**config.mk**
```make
export PLATFORM = sky130hd
export DESIGN_NAME = minimal_tuner_set_cover_flat
export DESIGN_NICKNAME = d
export VERILOG_FILES = /design/src/rtl/mtsc_pkg.sv /design/src/rtl/mtsc_ifs.sv /design/src/rtl/mtsc_lineup_ram.sv /design/src/rtl/mtsc_search.sv /design/src/rtl/minimal_tuner_set_cover.sv /design/src/flat_wrapper.sv
export SDC_FILE = /design/constraint.sdc
export NUM_CORES = 2
export LEC_CHECK = 0
export ABC_AREA = 1
export BUFFER_PORTS_ARGS = -buffer_cell sky130_fd_sc_hd__buf_2
export CAP_MARGIN = 20
export CORE_MARGIN = 3
export CORE_UTILIZATION = 35
export CTS_CLUSTER_DIAMETER = 120
export CTS_CLUSTER_SIZE = 10
export DETAILED_ROUTE_END_ITERATION = 7
export SYNTH_ARGS = -nofsm -noshare
export SYNTH_HDL_FRONTEND = slang
export SYNTH_SLANG_ARGS = --single-unit
```
**constraint.sdc**
```tcl
create_clock -name clk -period 36.5 [get_ports clk]
set_clock_uncertainty 0.1 [all_clocks]
set_input_delay 7.3 -clock clk [delete_from_list [all_inputs] [get_ports clk]]
set_output_delay 7.3 -clock clk [all_outputs]
set_load 0.02 [all_outputs]
```
**src/rtl/mtsc_pkg.sv**
```systemverilog
package mtsc_pkg;

  // Widths fixed by the channel formats.
  localparam int MASK_W  = 8;
  localparam int COUNT_W = 4;
  localparam int SIZE_W  = 4;

  // Default capacities.
  localparam int MAX_TUNERS_DEF   = 8;
  localparam int MAX_CHANNELS_DEF = 256;

  typedef struct packed {
    logic              found;
    logic [MASK_W-1:0] cover_mask;
    logic [SIZE_W-1:0] cover_size;
  } res_t;

endpackage

```
**src/rtl/mtsc_ifs.sv**
```systemverilog
interface mtsc_item_if;
  logic                       valid;
  logic                       ready;
  logic [mtsc_pkg::MASK_W-1:0] tuner_mask;
  logic                       last_entry;

  modport source (output valid, output tuner_mask, output last_entry, input ready);
  modport sink (input valid, input tuner_mask, input last_entry, output ready);
endinterface

interface mtsc_result_if;
  logic                        valid;
  logic                        ready;
  logic                        found;
  logic [mtsc_pkg::MASK_W-1:0] cover_mask;
  logic [mtsc_pkg::SIZE_W-1:0] cover_size;

  modport source (output valid, output found, output cover_mask, output cover_size,
                  input ready);
  modport sink (input valid, input found, input cover_mask, input cover_size,
                output ready);
endinterface

interface mtsc_cfg_if;
  logic                         valid;
  logic                         ready;
  logic [mtsc_pkg::COUNT_W-1:0] data;

  modport source (output valid, output data, input ready);
  modport sink (input valid, input data, output ready);
endinterface

```
**src/rtl/mtsc_lineup_ram.sv**
```systemverilog
module mtsc_lineup_ram #(
  parameter int DEPTH = mtsc_pkg::MAX_CHANNELS_DEF,
  parameter int AW    = 8
) (
  input  logic                        clk,
  input  logic                        wr_en,
  input  logic [AW-1:0]               wr_addr,
  input  logic [mtsc_pkg::MASK_W-1:0] wr_data,
  input  logic [AW-1:0]               rd_addr,
  output logic [mtsc_pkg::MASK_W-1:0] rd_data
);

  logic [mtsc_pkg::MASK_W-1:0] mem [DEPTH];

  always_ff @(posedge clk) begin
    if (wr_en) begin
      mem[wr_addr] <= wr_data;
    end
    rd_data <= mem[rd_addr];
  end

endmodule

```
**src/rtl/mtsc_search.sv**
```systemverilog
module mtsc_search #(
  parameter int MAX_TUNERS   = mtsc_pkg::MAX_TUNERS_DEF,
  parameter int MAX_CHANNELS = mtsc_pkg::MAX_CHANNELS_DEF,
  parameter int AW           = 8,
  parameter int CW           = 9
) (
  input  logic                         clk,
  input  logic                         rst,
  input  logic                         in_valid,
  output logic                         in_ready,
  input  logic [mtsc_pkg::MASK_W-1:0]  in_mask,
  input  logic                         in_last,
  input  logic [mtsc_pkg::COUNT_W-1:0] tuner_num,
  output logic                         ram_we,
  output logic [AW-1:0]                ram_waddr,
  output logic [mtsc_pkg::MASK_W-1:0]  ram_wdata,
  output logic [AW-1:0]                ram_raddr,
  input  logic [mtsc_pkg::MASK_W-1:0]  ram_rdata,
  output logic                         res_valid,
  input  logic                         res_take,
  output mtsc_pkg::res_t               res
);

  // Tuners beyond the mask width can never be named, so the search width stops there.
  localparam int TW = (MAX_TUNERS < mtsc_pkg::MASK_W) ? MAX_TUNERS : mtsc_pkg::MASK_W;

  typedef enum logic [3:0] {
    S_LOAD = 4'b0001,
    S_CAND = 4'b0010,
    S_SCAN = 4'b0100,
    S_HOLD = 4'b1000
  } state_t;

  function automatic logic [mtsc_pkg::SIZE_W-1:0] ones(input logic [TW-1:0] x);
    logic [mtsc_pkg::SIZE_W-1:0] s;
    s = '0;
    for (int i = 0; i < TW; i++) begin
      s = s + mtsc_pkg::SIZE_W'(x[i]);
    end
    return s;
  endfunction

  state_t                      state;
  logic [CW-1:0]               total;
  logic [CW-1:0]               addr;
  logic                        rd_valid;
  logic [TW-1:0]               v;
  logic [TW-1:0]               cand;
  logic [mtsc_pkg::SIZE_W-1:0] k;

  logic [mtsc_pkg::COUNT_W-1:0] n;
  logic [TW-1:0]                pres;
  logic [TW-1:0]                cset;
  logic                         cset_ok;
  logic                         issue;
  logic                         miss;
  logic                         accept;
  logic                         room;

  always_comb begin
    n = (tuner_num > mtsc_pkg::COUNT_W'(TW)) ? mtsc_pkg::COUNT_W'(TW) : tuner_num;
    for (int i = 0; i < TW; i++) begin
      pres[i] = (mtsc_pkg::COUNT_W'(i) < n);
      // Counter bit TW-1 is tuner 0, so counting down walks each size in
      // lexicographic order of ascending tuner indices.
      cset[i] = v[TW-1-i];
    end
    cset_ok = ((cset & ~pres) == '0) && (ones(cset) == k);
  end

  assign accept    = in_valid && in_ready;
  assign in_ready  = (state == S_LOAD);
  assign res_valid = (state == S_HOLD);
  assign room      = (total < CW'(MAX_CHANNELS));
  assign issue     = (addr != total);
  assign miss      = rd_valid && ((ram_rdata & mtsc_pkg::MASK_W'(cand)) == '0);

  assign ram_we    = accept && room;
  assign ram_waddr = total[AW-1:0];
  assign ram_wdata = in_mask & mtsc_pkg::MASK_W'(pres);
  assign ram_raddr = addr[AW-1:0];

  always_ff @(posedge clk) begin
    if (rst) begin
      state    <= S_LOAD;
      total    <= '0;
      addr     <= '0;
      rd_valid <= 1'b0;
    end else begin
      case (state)
        S_LOAD: begin
          if (accept) begin
            if (room) begin
              total <= total + CW'(1);
            end
            if (in_last) begin
              if (n == '0) begin
                res   <= '0;
                total <= '0;
                state <= S_HOLD;
              end else begin
                k     <= mtsc_pkg::SIZE_W'(1);
                v     <= '1;
                state <= S_CAND;
              end
            end
          end
        end
        S_CAND: begin
          if (cset_ok) begin
            cand     <= cset;
            addr     <= '0;
            rd_valid <= 1'b0;
            state    <= S_SCAN;
          end else if (v == '0) begin
            if (k >= mtsc_pkg::SIZE_W'(n)) begin
              res   <= '0;
              total <= '0;
              state <= S_HOLD;
            end else begin
              k <= k + mtsc_pkg::SIZE_W'(1);
              v <= '1;
            end
          end else begin
            v <= v - TW'(1);
          end
        end
        S_SCAN: begin
          if (miss) begin
            // A channel this set cannot receive; drop the pending read.
            v        <= v - TW'(1);
            rd_valid <= 1'b0;
            state    <= S_CAND;
          end else if (!issue && !rd_valid) begin
            res.found      <= 1'b1;
            res.cover_mask <= mtsc_pkg::MASK_W'(cand);
            res.cover_size <= k;
            total          <= '0;
            state          <= S_HOLD;
          end else begin
            if (issue) begin
              addr <= addr + CW'(1);
            end
            rd_valid <= issue;
          end
        end
        S_HOLD: begin
          if (res_take) begin
            state <= S_LOAD;
          end
        end
        default: begin
          state <= S_LOAD;
        end
      endcase
    end
  end

endmodule

```
**src/rtl/minimal_tuner_set_cover.sv**
```systemverilog
// Minimal tuner set cover.
// Channels: cfg writes the tuner count (tuners 0..count-1 present, count capped
// at W); items carries one lineup entry per transfer (tuner_mask, last_entry);
// results returns found, cover_mask and cover_size for each lineup.
// Items.ready stays high while loading.
// The transfer marked last starts the search and items.ready drops until the
// result moves into the output register. The search walks sizes 1..T (T the
// present tuner count) and counts a W-bit candidate register (W = MAX_TUNERS
// capped at the mask width) down through all 2^W values per size; a candidate
// of the right size that names only present tuners is checked by streaming the
// stored lineup out of the channel RAM, one entry per cycle. A search stops at
// the first cover. The result waits in the output register while the receiver
// stalls, and the next lineup may load meanwhile; a second result waits in the
// search unit. Reset empties the lineup, clears the tuner count to zero and
// drops any result. The user must write configuration only while the block is
// idle; the block itself does not enforce this.
module minimal_tuner_set_cover #(
  parameter int MAX_TUNERS   = mtsc_pkg::MAX_TUNERS_DEF,
  parameter int MAX_CHANNELS = mtsc_pkg::MAX_CHANNELS_DEF
) (
  input  logic          clk,
  input  logic          rst,
  mtsc_cfg_if.sink      cfg,
  mtsc_item_if.sink     items,
  mtsc_result_if.source results
);

  localparam int AW = (MAX_CHANNELS > 1) ? $clog2(MAX_CHANNELS) : 1;
  localparam int CW = $clog2(MAX_CHANNELS + 1);

  logic [mtsc_pkg::COUNT_W-1:0] tuner_num;
  logic                         ram_we;
  logic [AW-1:0]                ram_waddr;
  logic [mtsc_pkg::MASK_W-1:0]  ram_wdata;
  logic [AW-1:0]                ram_raddr;
  logic [mtsc_pkg::MASK_W-1:0]  ram_rdata;
  logic                         res_valid;
  logic                         res_take;
  mtsc_pkg::res_t               res;
  mtsc_pkg::res_t               out_q;
  logic                         out_valid;

  assign cfg.ready = 1'b1;

  always_ff @(posedge clk) begin
    if (rst) begin
      tuner_num <= '0;
    end else if (cfg.valid) begin
      tuner_num <= cfg.data;
    end
  end

  mtsc_lineup_ram #(
    .DEPTH (MAX_CHANNELS),
    .AW    (AW)
  ) u_ram (
    .clk     (clk),
    .wr_en   (ram_we),
    .wr_addr (ram_waddr),
    .wr_data (ram_wdata),
    .rd_addr (ram_raddr),
    .rd_data (ram_rdata)
  );

  mtsc_search #(
    .MAX_TUNERS   (MAX_TUNERS),
    .MAX_CHANNELS (MAX_CHANNELS),
    .AW           (AW),
    .CW           (CW)
  ) u_search (
    .clk       (clk),
    .rst       (rst),
    .in_valid  (items.valid),
    .in_ready  (items.ready),
    .in_mask   (items.tuner_mask),
    .in_last   (items.last_entry),
    .tuner_num (tuner_num),
    .ram_we    (ram_we),
    .ram_waddr (ram_waddr),
    .ram_wdata (ram_wdata),
    .ram_raddr (ram_raddr),
    .ram_rdata (ram_rdata),
    .res_valid (res_valid),
    .res_take  (res_take),
    .res       (res)
  );

  assign res_take = res_valid && (!out_valid || results.ready);

  always_ff @(posedge clk) begin
    if (rst) begin
      out_valid <= 1'b0;
    end else if (res_take) begin
      out_valid <= 1'b1;
    end else if (results.ready) begin
      out_valid <= 1'b0;
    end
  end

  always_ff @(posedge clk) begin
    if (res_take) begin
      out_q <= res;
    end
  end

  assign results.valid      = out_valid;
  assign results.found      = out_q.found;
  assign results.cover_mask = out_q.cover_mask;
  assign results.cover_size = out_q.cover_size;

endmodule

```
**src/flat_wrapper.sv**
```systemverilog
// flat-port wrapper written by rule: the top's interface ports become plain ports
module minimal_tuner_set_cover_flat 
#(
  parameter int MAX_TUNERS   = mtsc_pkg::MAX_TUNERS_DEF,
  parameter int MAX_CHANNELS = mtsc_pkg::MAX_CHANNELS_DEF
)
  (clk, rst, cfg_valid, cfg_data, cfg_ready, items_valid, items_tuner_mask, items_last_entry, items_ready, results_valid, results_found, results_cover_mask, results_cover_size, results_ready);
  mtsc_cfg_if cfg_i ();
  mtsc_item_if items_i ();
  mtsc_result_if results_i ();
  input  logic clk;
  input  logic rst;
  input wire logic [$bits(cfg_i.valid)-1:0] cfg_valid;
  input wire logic [$bits(cfg_i.data)-1:0] cfg_data;
  output wire logic [$bits(cfg_i.ready)-1:0] cfg_ready;
  input wire logic [$bits(items_i.valid)-1:0] items_valid;
  input wire logic [$bits(items_i.tuner_mask)-1:0] items_tuner_mask;
  input wire logic [$bits(items_i.last_entry)-1:0] items_last_entry;
  output wire logic [$bits(items_i.ready)-1:0] items_ready;
  output wire logic [$bits(results_i.valid)-1:0] results_valid;
  output wire logic [$bits(results_i.found)-1:0] results_found;
  output wire logic [$bits(results_i.cover_mask)-1:0] results_cover_mask;
  output wire logic [$bits(results_i.cover_size)-1:0] results_cover_size;
  input wire logic [$bits(results_i.ready)-1:0] results_ready;
  assign cfg_i.valid = cfg_valid;
  assign cfg_i.data = cfg_data;
  assign cfg_ready = cfg_i.ready;
  assign items_i.valid = items_valid;
  assign items_i.tuner_mask = items_tuner_mask;
  assign items_i.last_entry = items_last_entry;
  assign items_ready = items_i.ready;
  assign results_valid = results_i.valid;
  assign results_found = results_i.found;
  assign results_cover_mask = results_i.cover_mask;
  assign results_cover_size = results_i.cover_size;
  assign results_i.ready = results_ready;
  minimal_tuner_set_cover #(.MAX_TUNERS(MAX_TUNERS), .MAX_CHANNELS(MAX_CHANNELS)) u_core (.clk(clk), .rst(rst), .cfg(cfg_i), .items(items_i), .results(results_i));
endmodule
```
Word-level counts from Yosys, hierarchy flattened

Memory sizes are Yosys's and may differ from the RTL's. A register that Yosys moved wholly into a read port is not among the register bits.
Cells that the tools add are included.

Register bits: 74
Latch bits: 0
Memory bits (writable): 2,048
Bits in read-only memories: 0
Input port bits: 18
Output and inout bits: 16
Word-level logic and storage cells: 153
Memories: 1

Add/sub/neg operators: 11
Multipliers: 0
Divide/modulo/power cells: 0
Order comparisons: 11
Eq/ne operators: 26
Shifts and indexed selects: 0
Mux-type cells: 58
Bitwise operators: 5
Reduce and logical (&&, ||, !) cells: 26

Memory list:

| memory           | words | width | read ports | clocked after Yosys merged registers in | wr ports | line                  | text |
|---|---|---|---|---|---|---|---|
| u_core.u_ram.mem | 256   | 8     | 1          | 1                                       | 1        | mtsc_lineup_ram.sv:13 | `logic [mtsc_pkg::MASK_W-1:0] mem [DEPTH];` |

Operators with widths:

| kind                | number |
|---|---|
| $mux 9              | 13 |
| $mux 13             | 8 |
| $mux 4              | 16 |
| $mux 8              | 7 |
| $pmux 13 s3         | 1 |
| $pmux 9 s3          | 1 |
| $ne 2x2->1 const B  | 13 |
| $and 8x8->8         | 3 |
| $logic_not 8->1     | 3 |
| $pmux 8 s3          | 1 |
| $add 9x1->9 const B | 2 |
| $pmux 9 s2          | 1 |
| $add 4x1->4         | 4 |
| $lt 3x4->1 const A  | 4 |
| $pmux 4 s4          | 1 |
| $reduce_and 8->1    | 2 |
| $ne 3x3->1 const B  | 5 |
| $reduce_and 10->1   | 1 |
| $lt 9x9->1 const B  | 1 |
| $ne 9x9->1          | 1 |
| $lt 1x4->1 const A  | 2 |
| $lt 2x4->1 const A  | 2 |
| $not 8->8           | 1 |
| $pmux 4 s2          | 1 |
| other kinds (26)    | 43 |

Depth between registers and ports, before layout

Depth after elaboration: 11
Mapped depth: 21
Depth with buffers taken out: 20

Modules after synthesis

A second synthesis with hierarchy kept.

Cell total of the unflattened synthesis: 7,521
Area, all modules: 87,592.8 um^2

Modules (own cells, without submodules):

| module                  | times used | cells an instance | area an instance (um^2) | sequential area each (um^2) |
|---|---|---|---|---|
| mtsc_lineup_ram         | 1          | 7,003             | 83,396.2                | 61,659.1 |
| mtsc_search             | 1          | 479               | 3,616.0                 | 1,451.4 |
| minimal_tuner_set_cover | 1          | 39                | 580.6                   | 490.5 |

Worst setup path after synthesis

No wires, ideal clock.

Path kind: in2reg
From: in items_tuner_mask[1]
To: mem u_core.u_ram.mem[0][1] (netlist name), data pin
Library setup time: 2.280 ns
Arrival time: 17.553 ns
Data required time: 34.120 ns
Path slack: 16.567 ns
Stages: 1
Path buffers: 0
Cell sequence: a21boi_0

Word-level cells in the longest chain between the ends: 1

Ends and longest elaborated chain:

| what        | line                  | text |
|---|---|---|
| from (decl) | flat_wrapper.sv:17    | `input wire logic [$bits(items_i.tuner_mask)-1:0] items_tuner_mask;` |
| $and 8x8->8 | mtsc_search.sv:80     | `assign ram_wdata = in_mask & mtsc_pkg::MASK_W'(pres);` |
| to (decl)   | mtsc_lineup_ram.sv:13 |  |

Every way passes these cells.

Worst setup path in the final report

From: in items_tuner_mask[3]
To: mem u_core.u_ram.mem[58][3] (netlist name), data pin

Word-level cells in the longest chain between the ends: 1

Ends and longest elaborated chain:

| what                          | line                          | text |
|---|---|---|
| $and 8x8->8                   | mtsc_search.sv:80             |  |
| net u_core.ram_wdata, one bit | minimal_tuner_set_cover.sv:34 | `logic [mtsc_pkg::MASK_W-1:0] ram_wdata;` |

The timed path passes the listed nets, and every way through them passes these cells.

==> impl_metrics.xml <==
<?xml version="1.0" encoding="UTF-8"?>
<metrics>
  <group name="floorplan">
    <metric name="die_h" unit="µm">510</metric>
    <metric name="core" unit="µm²">252000</metric>
    <metric name="die_width" unit="µm">510</metric>
    <metric name="ios" unit="">34</metric>
    <metric name="fp.dieArea" unit="µm²">260000</metric>
    <metric name="fp-row-count" unit="">184</metric>
    <metric name="start_util" unit="%">35.3</metric>
  </group>
  <group name="timing">
    <metric name="timing.final.hold_violations" unit="">0</metric>
    <metric name="fin_worst_hold_slack" unit="ps">326</metric>
    <metric name="timing_max_transition_violations_final" unit="">0</metric>
    <metric name="post-route-period-util" unit="%">28.6</metric>
    <metric name="max_slew.worst_pin.slew" unit="ps">1310</metric>
    <metric name="setup_viol" unit="">0</metric>
    <metric name="rsz0062_at_grt" unit="">no</metric>
    <metric name="setup-tns-final" unit="ps">0</metric>
    <metric name="max-slew-margin-rel" unit="%">12.7</metric>
    <metric name="layout_min_cycle_time" unit="ps">10430</metric>
    <metric name="timing.fmax" unit="GHz">0.0959</metric>
  </group>
  <group name="worst_setup_path">
    <metric name="rrSetupSlack" unit="ps">30270</metric>
    <metric name="startpoint_of_the_most_critical_register_to_register_path" unit="">u_core.u_search.addr[0]</metric>
    <metric name="critPathKind" unit="">in2reg</metric>
    <metric name="start_kind" unit="">primary input</metric>
    <metric name="critPathArrivalTime" unit="ps">10840</metric>
    <metric name="critPathMaxFanout" unit="">63</metric>
    <metric name="worst_r2r_endpoint" unit="">u_core.u_ram.rd_data[4]</metric>
    <metric name="data_required_time_of_the_critical_path" unit="ps">36910</metric>
    <metric name="worst_setup_path_end_kind" unit="">flip-flop</metric>
    <metric name="r2r.worst_path.cells" unit="">15</metric>
  </group>
  <group name="yosys">
    <metric name="postSynthCellCount" unit="">8096</metric>
    <metric name="count_of_warnings_emitted_by_yosys" unit="">0</metric>
    <metric name="postSynthAreaPerCell" unit="µm²">11.0</metric>
    <metric name="proportion_of_synthesized_chip_area_in_sequential_cells" unit="%">71.6</metric>
    <metric name="post_synth_instance_area" unit="µm²">88900</metric>
    <metric name="yosys-top-cells-area" unit="">sky130_fd_sc_hd__edfxtp_1, sky130_fd_sc_hd__nand2_1, sky130_fd_sc_hd__nor2_1, sky130_fd_sc_hd__nand3_1, sky130_fd_sc_hd__o21ai_0</metric>
    <metric name="yosysUniqueCellTypes" unit="">35</metric>
    <metric name="synth.net_count" unit="">8133</metric>
    <metric name="synth_seq_cells" unit="">2130</metric>
    <metric name="post-synth-top-area-fraction" unit="%">70.8</metric>
    <metric name="netlist.top_cell.by_area" unit="">sky130_fd_sc_hd__edfxtp_1</metric>
  </group>
  <group name="cts">
    <metric name="post_cts_resize_count" unit="">0</metric>
    <metric name="clk_path_buf_depth" unit="">3</metric>
    <metric name="clockRootBuffer" unit="">sky130_fd_sc_hd__clkbuf_16</metric>
    <metric name="setup_fix_buffers_added_after_clock_tree_synthesis" unit="">0</metric>
    <metric name="path_clk_slew" unit="ps">50</metric>
    <metric name="cts_hold_repair.buffers" unit="">0</metric>
    <metric name="tritoncts.num_buffers" unit="">230</metric>
    <metric name="clock_insertion_delay_worst_skew" unit="ps">860</metric>
    <metric name="cts.htree.levels" unit="">4</metric>
    <metric name="clock_sinks" unit="">2130</metric>
    <metric name="cts_tree" unit="">built</metric>
  </group>
  <group name="worst_hold_path">
    <metric name="holdCritStartpoint" unit="">u_core.u_search.res[8]</metric>
    <metric name="hold_class" unit="">reg2reg</metric>
    <metric name="min_to" unit="">u_core.results.cover_mask[4]</metric>
    <metric name="hold_depth" unit="">0</metric>
  </group>
  <group name="route">
    <metric name="totalWireLength" unit="µm">258000</metric>
    <metric name="routed_via_density" unit="">5.27</metric>
    <metric name="drt_iter0_markers" unit="">6905</metric>
    <metric name="postRouteAntennaNets" unit="">0</metric>
    <metric name="drc" unit="">0</metric>
    <metric name="firstDrtPassIters" unit="">7</metric>
    <metric name="avg_wl_per_cell" unit="µm">22.7</metric>
    <metric name="via_count" unit="">59874</metric>
  </group>
  <group name="power">
    <metric name="p_leak" unit="µW">0.0353</metric>
    <metric name="power.density" unit="nW/µm²">52.4</metric>
    <metric name="vdd_drop_max" unit="mV">0.0429</metric>
  </group>
  <group name="finish">
    <metric name="drive_above_1_share" unit="%">5.62</metric>
    <metric name="seqCellArea" unit="µm²">63600</metric>
    <metric name="layout_common_cells" unit="">sky130_fd_sc_hd__edfxtp_1, sky130_fd_sc_hd__nand2_1, sky130_fd_sc_hd__nor2_1</metric>
    <metric name="fill_cells" unit="">24113</metric>
    <metric name="final_common_cell" unit="">sky130_fd_sc_hd__edfxtp_1</metric>
    <metric name="multi_input_area" unit="µm²">21800</metric>
    <metric name="synthToLayoutAreaGrowth" unit="%">10.6</metric>
    <metric name="nNetsFinal" unit="">8020</metric>
  </group>
  <group name="global_routing">
    <metric name="via_count_of_the_first_global_routing_pass" unit="">58577</metric>
    <metric name="wire_length_of_the_first_global_routing_pass" unit="µm">380000</metric>
    <metric name="grt-ovfl-total" unit="">0</metric>
    <metric name="grt_start_max_net_pins" unit="">201</metric>
    <metric name="grt_util_all_layers" unit="%">19.5</metric>
    <metric name="number_of_antenna_violations_at_the_first_check_in_global_routing" unit="">8</metric>
  </group>
  <group name="place">
    <metric name="number_of_port_buffers" unit="">32</metric>
    <metric name="hpwlAfterDp" unit="µm">148000</metric>
    <metric name="gp_congestion" unit="">0.922</metric>
  </group>
  <group name="status">
    <metric name="status" unit="">finished clean</metric>
  </group>
  <group name="job">
    <metric name="maxCapViolCount" unit="">0</metric>
  </group>
</metrics>
cell families after synthesis:
| group | after synthesis | share of synthesized area [%] |
|---|---|---|
| AO/OA/AOI/OAI | 875 | 5.12 |
| XOR/XNOR | 16 | 0.158 |
| adder cells (fa/ha/maj) | 19 | 0.301 |
| buffers and inverters | 878 | 4.02 |
| flip-flops | 2130 | 71.6 |
| other | 1 | 0.00422 |
| AND/OR/NAND/NOR | 4177 | 18.8 |
stage by stage:
step | power (µW) | setup WS [ps] | cell area [µm²] | utilization, % | instances
2_1_floorplan | 3030 | 16570 | 88900 | - | 8096
3_3_place_gp | 3190 | 25100 | 92100 | 36.6 | 11094
3_5_place_dp | 3190 | 25180 | 92200 | 36.6 | 11096
4_1_cts | 5170 | 26060 | 98300 | 39.0 | 11359
5_1_grt | 5300 | 25960 | 98300 | 39.0 | 11362
6_report | 5150 | 26070 | 98300 | 39.0 | 11364
synth_stat cells:
cell	instances
sky130_fd_sc_hd__ha_1	15
sky130_fd_sc_hd__fa_1	4
sky130_fd_sc_hd__buf_2	132
sky130_fd_sc_hd__o21a_1	1
sky130_fd_sc_hd__o21bai_1	1
sky130_fd_sc_hd__buf_6	7
sky130_fd_sc_hd__nor3_1	9
sky130_fd_sc_hd__nand4_1	15
sky130_fd_sc_hd__nand2_1	1808
sky130_fd_sc_hd__nor2_1	1612
sky130_fd_sc_hd__dfxtp_1	36
sky130_fd_sc_hd__o21ai_1	12
sky130_fd_sc_hd__xnor2_1	4
sky130_fd_sc_hd__nor2_2	1
sky130_fd_sc_hd__and3_1	4
sky130_fd_sc_hd__clkbuf_1	252
sky130_fd_sc_hd__nand3b_1	3
sky130_fd_sc_hd__inv_1	396
sky130_fd_sc_hd__or2_2	41
sky130_fd_sc_hd__buf_1	69
sky130_fd_sc_hd__nand2_2	1
sky130_fd_sc_hd__xor2_1	12
sky130_fd_sc_hd__nor4_1	2
sky130_fd_sc_hd__a21boi_0	3
sky130_fd_sc_hd__conb_1	1
sky130_fd_sc_hd__edfxtp_1	2094
sky130_fd_sc_hd__clkinv_1	3
sky130_fd_sc_hd__buf_4	15
sky130_fd_sc_hd__a21oi_1	145
sky130_fd_sc_hd__nor3_4	1
sky130_fd_sc_hd__o22ai_1	11
sky130_fd_sc_hd__nand3_1	680
sky130_fd_sc_hd__o211ai_1	58
sky130_fd_sc_hd__inv_2	4
sky130_fd_sc_hd__o21ai_0	644
worst max-delay path, cell delays in order:
cell	delay, ps
sky130_fd_sc_hd__buf_2	80
sky130_fd_sc_hd__inv_1	60
sky130_fd_sc_hd__nor2_4	740
sky130_fd_sc_hd__buf_4	880
sky130_fd_sc_hd__buf_4	810
sky130_fd_sc_hd__buf_4	870
state kept, by name (all words and copies together) (netlist names), 4 cells and up:
name,count
u_core.u_ram.mem,2048
u_core.u_search.res,13
u_core.u_search.addr,9
u_core.u_search.total,9
u_core.results.cover_mask,8
u_core.u_ram.rd_data,8
u_core.u_search.cand,8
u_core.u_search.v,8
u_core.results.cover_size,4
u_core.tuner_num,4
u_core.u_search.k,4
u_core.u_search.state,4
where the power goes:
group / total (µW) / switching, µW / internal, µW
sequential: 2740 / 15.7 / 2720
clock: 2000 / 883 / 1120
combinational: 407 / 325 / 81.2
routing by layer:
| metal | global-route usage, % | share of wire, % | up-vias |
|---|---|---|---|
| li1 | - | - | 27144 |
| met1 | 25.7 | 40 | 29371 |
| met2 | 31.8 | 47 | 2846 |
| met3 | 3.77 | 8.6 | 507 |
| met4 | 7.61 | 3.9 | 6 |
| met5 | 0 | 0.016 | - |
area by class of cell:
class | instances | share of cell area [%]
multi-input cells | 5088 | 22.2
clock inverters | 11 | 0.227
flip-flops and latches | 2130 | 64.7
well taps | 3348 | 4.26
repair buffers | 130 | 1.06
diodes | 2 | 0.00509
clock buffers | 252 | 5.98
inverters | 403 | 1.57
worst max path at each step:
stage / startpoint / to
5_1_grt: items_tuner_mask[3] / u_core.u_ram.mem[56][3]
6_report: items_tuner_mask[3] / u_core.u_ram.mem[58][3]
3_3_place_gp: items_valid / u_core.u_ram.mem[10][0]
2_1_floorplan: items_tuner_mask[1] / u_core.u_ram.mem[0][1]
4_1_cts: items_tuner_mask[3] / u_core.u_ram.mem[58][3]
3_5_place_dp: items_tuner_mask[3] / u_core.u_ram.mem[62][3]
(Power assumes the default switching activity.)
